<file path="src/sv/whash_pkg.sv">
// whash_pkg: constants, command/status types and helpers for the word stream hash
// used by whash_ctrl, whash_datapath and word_stream_hash64_core
// no dependencies
`default_nettype none

package whash_pkg;

    localparam int WORD_W = 32;
    localparam int HASH_W = 64;

    // lane start values and multipliers, finalization multipliers and reset seed
    localparam logic [WORD_W-1:0] LANE_ONE_INIT = 32'h91eb9dc7;
    localparam logic [WORD_W-1:0] LANE_TWO_INIT = 32'h41c6ce57;
    localparam logic [WORD_W-1:0] LANE_ONE_MUL  = 32'd2654435761;
    localparam logic [WORD_W-1:0] LANE_TWO_MUL  = 32'd1597334677;
    localparam logic [WORD_W-1:0] FIN_MUL_A     = 32'd2246822507;
    localparam logic [WORD_W-1:0] FIN_MUL_B     = 32'd3266489909;
    localparam logic [WORD_W-1:0] SEED_RESET    = 32'h3fc0b49e;

    // controller to datapath
    typedef struct packed {
        logic absorb;       // fold one input word into both lanes
        logic fin_capture;  // first finalization round, register products
        logic out_load;     // second round, load result and reload lanes
        logic cfg_write;    // take new seed, reload lanes
    } whash_cmd_t;

    // datapath to controller
    typedef struct packed {
        logic out_free;     // result register empty or being drained
    } whash_status_t;

    // product modulo 2^32
    function automatic logic [WORD_W-1:0] mul32(input logic [WORD_W-1:0] a,
                                                input logic [WORD_W-1:0] b);
        logic [2*WORD_W-1:0] prod;
        prod = {{WORD_W{1'b0}}, a} * {{WORD_W{1'b0}}, b};
        return prod[WORD_W-1:0];
    endfunction

endpackage

`default_nettype wire

</file>
<file path="src/sv/whash_ctrl.sv">
// whash_ctrl: sequencer for word absorb and the two finalization rounds
// depends on whash_pkg
`default_nettype none

module whash_ctrl (
    input  wire logic                    aclk,
    input  wire logic                    aresetn,
    input  wire logic                    s_valid,
    output logic                         s_ready,
    input  wire logic                    s_last_word,
    input  wire logic                    cfg_valid,
    output logic                         cfg_ready,
    input  whash_pkg::whash_status_t     status,
    output whash_pkg::whash_cmd_t        cmd
);
    import whash_pkg::*;

    typedef enum logic [1:0] {
        ST_IDLE,
        ST_FIN1,
        ST_FIN2
    } state_t;

    state_t state_reg, state_next;

    // handshakes and commands, a seed write takes priority over a word
    always_comb begin
        s_ready         = (state_reg == ST_IDLE) && !cfg_valid;
        cfg_ready       = (state_reg == ST_IDLE);
        cmd.cfg_write   = cfg_valid && (state_reg == ST_IDLE);
        cmd.absorb      = s_valid && (state_reg == ST_IDLE) && !cmd.cfg_write;
        cmd.fin_capture = (state_reg == ST_FIN1);
        cmd.out_load    = (state_reg == ST_FIN2) && status.out_free;
    end

    // next state
    always_comb begin
        state_next = state_reg;
        case (state_reg)
            ST_IDLE: begin
                if (cmd.absorb && s_last_word) begin
                    state_next = ST_FIN1;
                end
            end
            ST_FIN1: begin
                state_next = ST_FIN2;
            end
            ST_FIN2: begin
                if (status.out_free) begin
                    state_next = ST_IDLE;
                end
            end
            default: begin
                state_next = ST_IDLE;
            end
        endcase
    end

    // state register
    always_ff @(posedge aclk) begin
        if (!aresetn) begin
            state_reg <= ST_IDLE;
        end else begin
            state_reg <= state_next;
        end
    end

endmodule

`default_nettype wire

</file>
<file path="src/sv/whash_datapath.sv">
// whash_datapath: seed, the two hash lanes, finalization products and result register
// depends on whash_pkg
`default_nettype none

module whash_datapath (
    input  wire logic                          aclk,
    input  wire logic                          aresetn,
    input  whash_pkg::whash_cmd_t              cmd,
    output whash_pkg::whash_status_t           status,
    input  wire logic [whash_pkg::WORD_W-1:0]  s_data_word,
    input  wire logic [whash_pkg::WORD_W-1:0]  cfg_seed,
    output logic      [whash_pkg::HASH_W-1:0]  m_hash_value,
    output logic                               m_valid,
    input  wire logic                          m_ready
);
    import whash_pkg::*;

    logic [WORD_W-1:0] seed_reg, seed_next;
    logic [WORD_W-1:0] lane_one_reg, lane_one_next;
    logic [WORD_W-1:0] lane_two_reg, lane_two_next;
    logic [WORD_W-1:0] p1_reg, p2_reg, p3_reg;
    logic [WORD_W-1:0] fin_a, fin_b;
    logic [HASH_W-1:0] hash_reg;
    logic              out_valid_reg, out_valid_next;

    assign status.out_free = !out_valid_reg || m_ready;
    assign m_valid         = out_valid_reg;
    assign m_hash_value    = hash_reg;

    // second round: a from first-round products, b folds in the fresh a
    always_comb begin
        fin_a = p1_reg ^ p2_reg;
        fin_b = p3_reg ^ mul32(fin_a ^ (fin_a >> 13), FIN_MUL_B);
    end

    // seed and lane update
    always_comb begin
        seed_next     = seed_reg;
        lane_one_next = lane_one_reg;
        lane_two_next = lane_two_reg;
        if (cmd.cfg_write) begin
            seed_next     = cfg_seed;
            lane_one_next = LANE_ONE_INIT ^ cfg_seed;
            lane_two_next = LANE_TWO_INIT ^ cfg_seed;
        end else if (cmd.absorb) begin
            lane_one_next = mul32(lane_one_reg ^ s_data_word, LANE_ONE_MUL);
            lane_two_next = mul32(lane_two_reg ^ s_data_word, LANE_TWO_MUL);
        end else if (cmd.out_load) begin
            lane_one_next = LANE_ONE_INIT ^ seed_reg;
            lane_two_next = LANE_TWO_INIT ^ seed_reg;
        end
    end

    // result valid flag
    always_comb begin
        out_valid_next = out_valid_reg;
        if (cmd.out_load) begin
            out_valid_next = 1'b1;
        end else if (m_ready) begin
            out_valid_next = 1'b0;
        end
    end

    // control and lane registers
    always_ff @(posedge aclk) begin
        if (!aresetn) begin
            seed_reg      <= SEED_RESET;
            lane_one_reg  <= LANE_ONE_INIT ^ SEED_RESET;
            lane_two_reg  <= LANE_TWO_INIT ^ SEED_RESET;
            out_valid_reg <= 1'b0;
        end else begin
            seed_reg      <= seed_next;
            lane_one_reg  <= lane_one_next;
            lane_two_reg  <= lane_two_next;
            out_valid_reg <= out_valid_next;
        end
    end

    // first-round products and result payload
    always_ff @(posedge aclk) begin
        if (cmd.fin_capture) begin
            p1_reg <= mul32(lane_one_reg ^ (lane_one_reg >> 16), FIN_MUL_A);
            p2_reg <= mul32(lane_two_reg ^ (lane_two_reg >> 13), FIN_MUL_B);
            p3_reg <= mul32(lane_two_reg ^ (lane_two_reg >> 16), FIN_MUL_A);
        end
        if (cmd.out_load) begin
            hash_reg <= {fin_b, fin_a};
        end
    end

endmodule

`default_nettype wire

</file>
<file path="src/sv/word_stream_hash64_core.sv">
// word_stream_hash64_core: 64-bit hash over a stream of 32-bit words
// top level, instantiates whash_ctrl and whash_datapath, depends on whash_pkg
//
// Usage:
//   Input channel s_*: one 32-bit word per handshake, s_last_word marks the
//   final word of a message. Result channel m_*: one 64-bit hash per message,
//   upper half the second-round value b, lower half a. Config channel cfg_*:
//   writes the seed and reloads both lanes, dropping any partly hashed message.
// Throughput: a word that is not last is absorbed with two parallel
//   32x32 multipliers in the lane feedback loop, so such words stream at one
//   per cycle while no seed write or finalization is pending. A last word is
//   absorbed, then two finalization rounds follow, because the second round
//   multiplies a value formed from the products of the first.
// Finalization: first-round products are registered, then the result is loaded.
// Reset: aresetn (synchronous, active low) sets the seed to its default,
//   loads the lanes and empties the result register.
// Stall: the result sits in an output register; further words are taken
//   while it waits, and only the next message's second finalization round
//   holds until the receiver takes the pending hash.
`default_nettype none

module word_stream_hash64_core (
    input  wire logic                          aclk,
    input  wire logic                          aresetn,
    input  wire logic                          s_valid,
    output logic                               s_ready,
    input  wire logic [whash_pkg::WORD_W-1:0]  s_data_word,
    input  wire logic                          s_last_word,
    output logic                               m_valid,
    input  wire logic                          m_ready,
    output logic      [whash_pkg::HASH_W-1:0]  m_hash_value,
    input  wire logic                          cfg_valid,
    output logic                               cfg_ready,
    input  wire logic [whash_pkg::WORD_W-1:0]  cfg_seed
);
    import whash_pkg::*;

    whash_cmd_t    cmd;
    whash_status_t status;

    // sequencer
    whash_ctrl u_ctrl (
        .aclk        (aclk),
        .aresetn     (aresetn),
        .s_valid     (s_valid),
        .s_ready     (s_ready),
        .s_last_word (s_last_word),
        .cfg_valid   (cfg_valid),
        .cfg_ready   (cfg_ready),
        .status      (status),
        .cmd         (cmd)
    );

    // lanes, finalization and result register
    whash_datapath u_datapath (
        .aclk         (aclk),
        .aresetn      (aresetn),
        .cmd          (cmd),
        .status       (status),
        .s_data_word  (s_data_word),
        .cfg_seed     (cfg_seed),
        .m_hash_value (m_hash_value),
        .m_valid      (m_valid),
        .m_ready      (m_ready)
    );

endmodule

`default_nettype wire
</file>
<file path="config.mk">
export PLATFORM = sky130hd
export DESIGN_NAME = word_stream_hash64_core
export DESIGN_NICKNAME = d
export VERILOG_FILES = /design/src/sv/whash_pkg.sv /design/src/sv/whash_ctrl.sv /design/src/sv/whash_datapath.sv /design/src/sv/word_stream_hash64_core.sv
export SDC_FILE = /design/constraint.sdc
export NUM_CORES = 2
export LEC_CHECK = 0
export ABC_AREA = 1
export BUFFER_PORTS_ARGS = -buffer_cell sky130_fd_sc_hd__clkbuf_2
export CAP_MARGIN = 20
export CORE_ASPECT_RATIO = 1.4
export CORE_MARGIN = 1.5
export CORE_UTILIZATION = 48
export DETAILED_ROUTE_END_ITERATION = 10
export GPL_ROUTABILITY_DRIVEN = 0
export PLACE_DENSITY = 0.74
export SETUP_SLACK_MARGIN = 0.4
export SYNTH_ARGS = -nofsm -noshare
export SYNTH_HDL_FRONTEND = slang
export SYNTH_SLANG_ARGS = --single-unit
</file>
<file path="constraint.sdc">
create_clock -name aclk -period 14.17 [get_ports aclk]
set_input_delay 3.5425 -clock aclk [delete_from_list [all_inputs] [get_ports aclk]]
set_output_delay 3.5425 -clock aclk [all_outputs]
set_load 0.005 [all_outputs]
</file>
* Word level (Yosys, flattened, before mapping)
Index checks and enable logic that the tools add are counted.
Cells by class: add/sub/neg operators 0, multiply operators 6, divide/modulo/power cells 0, $lt $le $gt $ge 0, equal/unequal tests 4, shifts and indexed selects 0, mux-type cells 11, bitwise logic cells 12, reductions and logical operators 14
Operator list (number):
- 32-bit 2-to-1 mux | 6
- 32-bit XOR | 4
- 32-bit by 31-bit multiplier with 32-bit output (second input constant) | 3
- 32-bit by 32-bit multiplier with 32-bit output (second input constant) | 3
- 32-bit by 16-bit XOR with 32-bit output | 2
- 32-bit by 19-bit XOR with 32-bit output | 2
- 19-bit NOT | 2
- 16-bit NOT | 2
- 1-bit logical AND | 6
- 2-bit one-hot mux with 3 select lines | 1
- 2-bit 2-to-1 mux | 2
- 2-bit by 1-bit != test with 1-bit output (second input constant) | 2
- 1-bit logical NOT | 3
- 3-bit nonzero test | 1
- 2-bit by 1-bit equality test with 1-bit output (second input constant) | 1
- 2-bit equality test (second input constant) | 1
- 2-bit logical NOT | 1
- 1-bit 2-to-1 mux | 2
- 2-bit AND reduction | 1
- 2-bit nonzero test | 1
- 1-bit logical OR | 1
Word-level totals: flip-flop bits (word level) 259, latch bits 0, RAM bits 0, bits in read-only memories 0, input port bits 70, word-level logic and storage cells 56, memories kept 0

* Longest topological paths before layout
depth after elaboration 7, gate-level depth with buffers 38

* Modules after synthesis
From an unflattened synthesis, not the netlist that was laid out.
Unflattened totals: cell total of the unflattened synthesis 6721, area total of the unflattened synthesis 63348.3 um^2
Modules (own cells, without submodules):
- whash_datapath | instances 1, cells an instance 6700, area each 63209.4 um^2, seq. area each 6746.5 um^2
- whash_ctrl | instances 1, cells an instance 21, area each 138.9 um^2, seq. area each 40.0 um^2

* Least setup slack after synthesis
Ideal clock, no wire load.
path kind input to register, start point in s_data_word[8] (netlist bit), end point reg u_datapath.lane_one_reg[26], setup time 115 ps, arrival time 9829 ps, required time 14055 ps, setup slack 4226 ps, cell stages on the path 35, buffers on the path 0, cell sequence xor2_1 -> inv_1 -> nor2_1 -> inv_1 -> nand2_1 -> inv_1 -> ha_1 -> or2_2 -> fa_1 -> inv_1 -> fa_1 -> inv_1 -> fa_1 -> fa_1 -> fa_1 -> fa_1 -> inv_1 -> fa_1 -> inv_1 -> ha_1 -> nand2_1 -> nor2_1 -> inv_1 -> nor2_1 -> nand4_1 -> nand3_1 -> nand3_1 -> nand2_1 -> a21oi_1 -> o21ai_0 -> nand2_1 -> nand2_1 -> nand2_1 -> nand2_1 -> nand2_1
On the way: cells in the longest elaborated chain, start to end 4
RTL lines:
- from (decl) | RTL line word_stream_hash64_core.sv:27 | input wire logic [whash_pkg::WORD_W-1:0] s_data_word,
- 32-bit XOR | RTL line whash_datapath.sv:46 | lane_one_next = mul32(lane_one_reg ^ s_data_word, LANE_ONE_MUL);
- 32-bit by 32-bit multiplier with 32-bit output | RTL line whash_pkg.sv:37 | prod = {{WORD_W{1'b0}}, a} * {{WORD_W{1'b0}}, b};
- 32-bit 2-to-1 mux | RTL line whash_datapath.sv:45 | end else if (cmd.absorb) begin
- 32-bit 2-to-1 mux | RTL line whash_datapath.sv:41 | if (cmd.cfg_write) begin
- to (signal assigned) | RTL line whash_datapath.sv:68 | lane_one_reg <= LANE_ONE_INIT ^ SEED_RESET;
- to (signal assigned) | RTL line whash_datapath.sv:73 | lane_one_reg <= lane_one_next;
- to (decl) | RTL line whash_datapath.sv:19 | logic [WORD_W-1:0] lane_one_reg, lane_one_next;
No other way between the ends. A chain may end at the register's enable or synchronous reset.

* Final worst setup path
start point in s_data_word[8] (netlist bit), end point reg u_datapath.lane_one_reg[29]
Same word-level chain as after synthesis.

==> reports/metrics.yaml <==
endpoint_kind: "flop"
setup_violations: 0
clock_latency_ns: 0.63
setup_slack_ns: 3.682
cp.required_ns: 14.66
dr.pass1.iters: 7
die_area_um2: 134200
final_common_cell: "inv_1"
cts_max_level: 1
hold_depth: 2
die_h_um: 432.8
io_buffers: 136
grt_pass1_wl_um: 282000
period_minus_slack_ns: 10.49
vias: 45652
cp_max_fo: 5
holdBufCountCts: 0
cts_root_buffer: "clkbuf_16"
final_cell_mix: "inv_1, fa_1, ha_1"
post_drt_wl_per_cell_um: 21.06
drc: 0
yosysWarnings: 0
synth-seq-cells: 259
period_share_pct: 74.02
hold_viol_final: 0
synthCells: 6742
maxCapViolCount: 0
grt_setup_unrepaired: "false"
hpwlAfterDp_um: 160800
cp_num_buf_inv: 9
slew_violations: 0
slowest_stage: "fa_1"
die_w_um: 310.0
vias_per_cell: 5.267
crit_type: "in -> reg"
max_freq_mhz: 95.35
dp_slack_ns: 3.263
netlist-cell-type-count: 46
cts_resized: 0
core_um2: 130800
grt_usage_pct: 27.99
placed_cell_area_um2: 66270
synth.avg_cell_area_um2: 9.393
outcome: "completed"
drt-initial-drc-count: 3076
placed_cells: 8606
initial_core_util_pct: 48.41
synth_top_area_share_pct: 36.29
clock-sinks: 259
r2r_end: "u_datapath.m_hash_value[63]$_DFFE_PP_"
overflow: 0
stdcell_count: 8667
drt-total-wl_um: 182500
min_from: "u_datapath.seed_reg[28]$_SDFFE_PN1P_"
path_delay_family: "adder cells"
postCtsSetupRepairBufs: 0
relSlewSlack_pct: 29.11
nets: 9224
yosysSeqAreaShare_pct: 10.72
synth_nets: 9074
synth_area_um2: 63330
cts-buffers-inserted: 31
antenna_found_initial: 4
fin_area_um2: 67270
cp_common_cell: "nand2_1"
grt_pass1_vias: 50838
grt_max_degree: 71
hold_path_class: "reg -> reg"
largest_reg_flops: 64
synth.largest_area_cell: "fa_1"
areaGrowthSynthToFinish_pct: 6.216
postSynth.asyncResetShare_pct: 0
fin_skew_ns: 0.03318
min_to: "u_datapath.seed_reg[28]$_SDFFE_PN1P_"
rows: 157
r2r_start: "u_datapath.p1_reg[21]$_DFFE_PN_"
tns_ns: 0
clk_pin_slew_worst_paths_ns: 0.06
cts_tree: "yes"
drtAntennaViolNets: 0
r2r_slack_ns: 5.93
critPathLaunch: "s_data_word[8]"
cts_buffer_depth: 3
max_stage_delay_ns: 0.53
final_layout_size_suffix_gt1_share_pct: 3.890
io_pins: 137
worst-r2r-cell-count: 24
synth_edf_count: 160
yosys-top-cells-area: "fa_1, ha_1, inv_1"
start_kind: "input pin"
max_slew.worst_pin.slew_ns: 1.060
crit_arrival_ns: 10.98
synthFlopType: "edfxtp_1"
==> metrics by stage <==
| stage | util (%) | hold slack, ns |
|---|---|---|
| 3_5_place_dp | 50.65 | 0.4392 |
| 4_1_cts | 51.40 | 0.4545 |
| 2_1_floorplan | - | 0.4191 |
| 3_3_place_gp | 50.65 | 0.4287 |
| 6_report | 51.42 | 0.4548 |
| 5_1_grt | 51.41 | 0.4874 |
==> worst max-delay path by stage <==
| stage | depth (start not counted) | end |
|---|---|---|
| 3_3_place_gp | 36 | u_datapath.lane_one_reg[26]$_SDFFE_PN1P_ |
| 2_1_floorplan | 35 | u_datapath.lane_one_reg[26]$_SDFFE_PN1P_ |
| 3_5_place_dp | 37 | u_datapath.lane_one_reg[29]$_SDFFE_PN1P_ |
| 6_report | 37 | u_datapath.lane_one_reg[29]$_SDFFE_PN1P_ |
| 4_1_cts | 37 | u_datapath.lane_one_reg[29]$_SDFFE_PN1P_ |
| 5_1_grt | 37 | u_datapath.lane_one_reg[29]$_SDFFE_PN1P_ |
==> area by class of cell <==
cell class	count	area, um2
diodes	2	5.005
clock buffers	37	808.3
clock inverters	20	168.9
fillers	11629	63560
inverters	2173	8159
multi-input cells	4249	48150
flip-flops and latches	259	6787
well taps	1749	2188
repair buffers	178	996.0
==> cells by family after synthesis <==
family                     Yosys count  share of synthesized area, %
adders and majority gates         2262                         58.30
AOI/OAI and AO/OA                  575                         4.945
and+or+nand+nor                    930                         6.020
buffers and inverters             2234                         13.27
xor gates and xnor gates           482                         6.749
DFF                                259                         10.72
==> Yosys cell counts, types with 10 or more instances <==
cell	n
a21boi_1	10
a21o_1	12
a21oi_1	270
a31oi_1	19
buf_2	15
clkbuf_1	41
dfxtp_1	99
edfxtp_1	160
fa_1	1148
ha_1	1114
inv_1	2166
nand2_1	599
nand3_1	112
nand4_1	19
nor2_1	138
nor3_1	25
o211ai_1	10
o21a_1	14
o21ai_0	171
o21ai_1	29
o21bai_1	15
or2_2	16
xnor2_1	208
xor2_1	267
==> tightest hold or removal path: cells and delay by family, from the launching register on <==
family,cells,cell delay (ns)
flops,1,0.31
simple gates,2,0.12
==> routing by layer <==
metal / up-vias / global-route usage [%] / share of wire [%]
met2: 1911 / 48.85 / 49
li1: 20541 / - / -
met1: 22377 / 29.57 / 34
met4: 2 / 23.48 / 10
met5: - / 0 / 0.0055
met3: 821 / 4.136 / 6.1
Power is not shown: default switching activity piles up to over one toggle a cycle in this logic, so the estimate is an artifact.
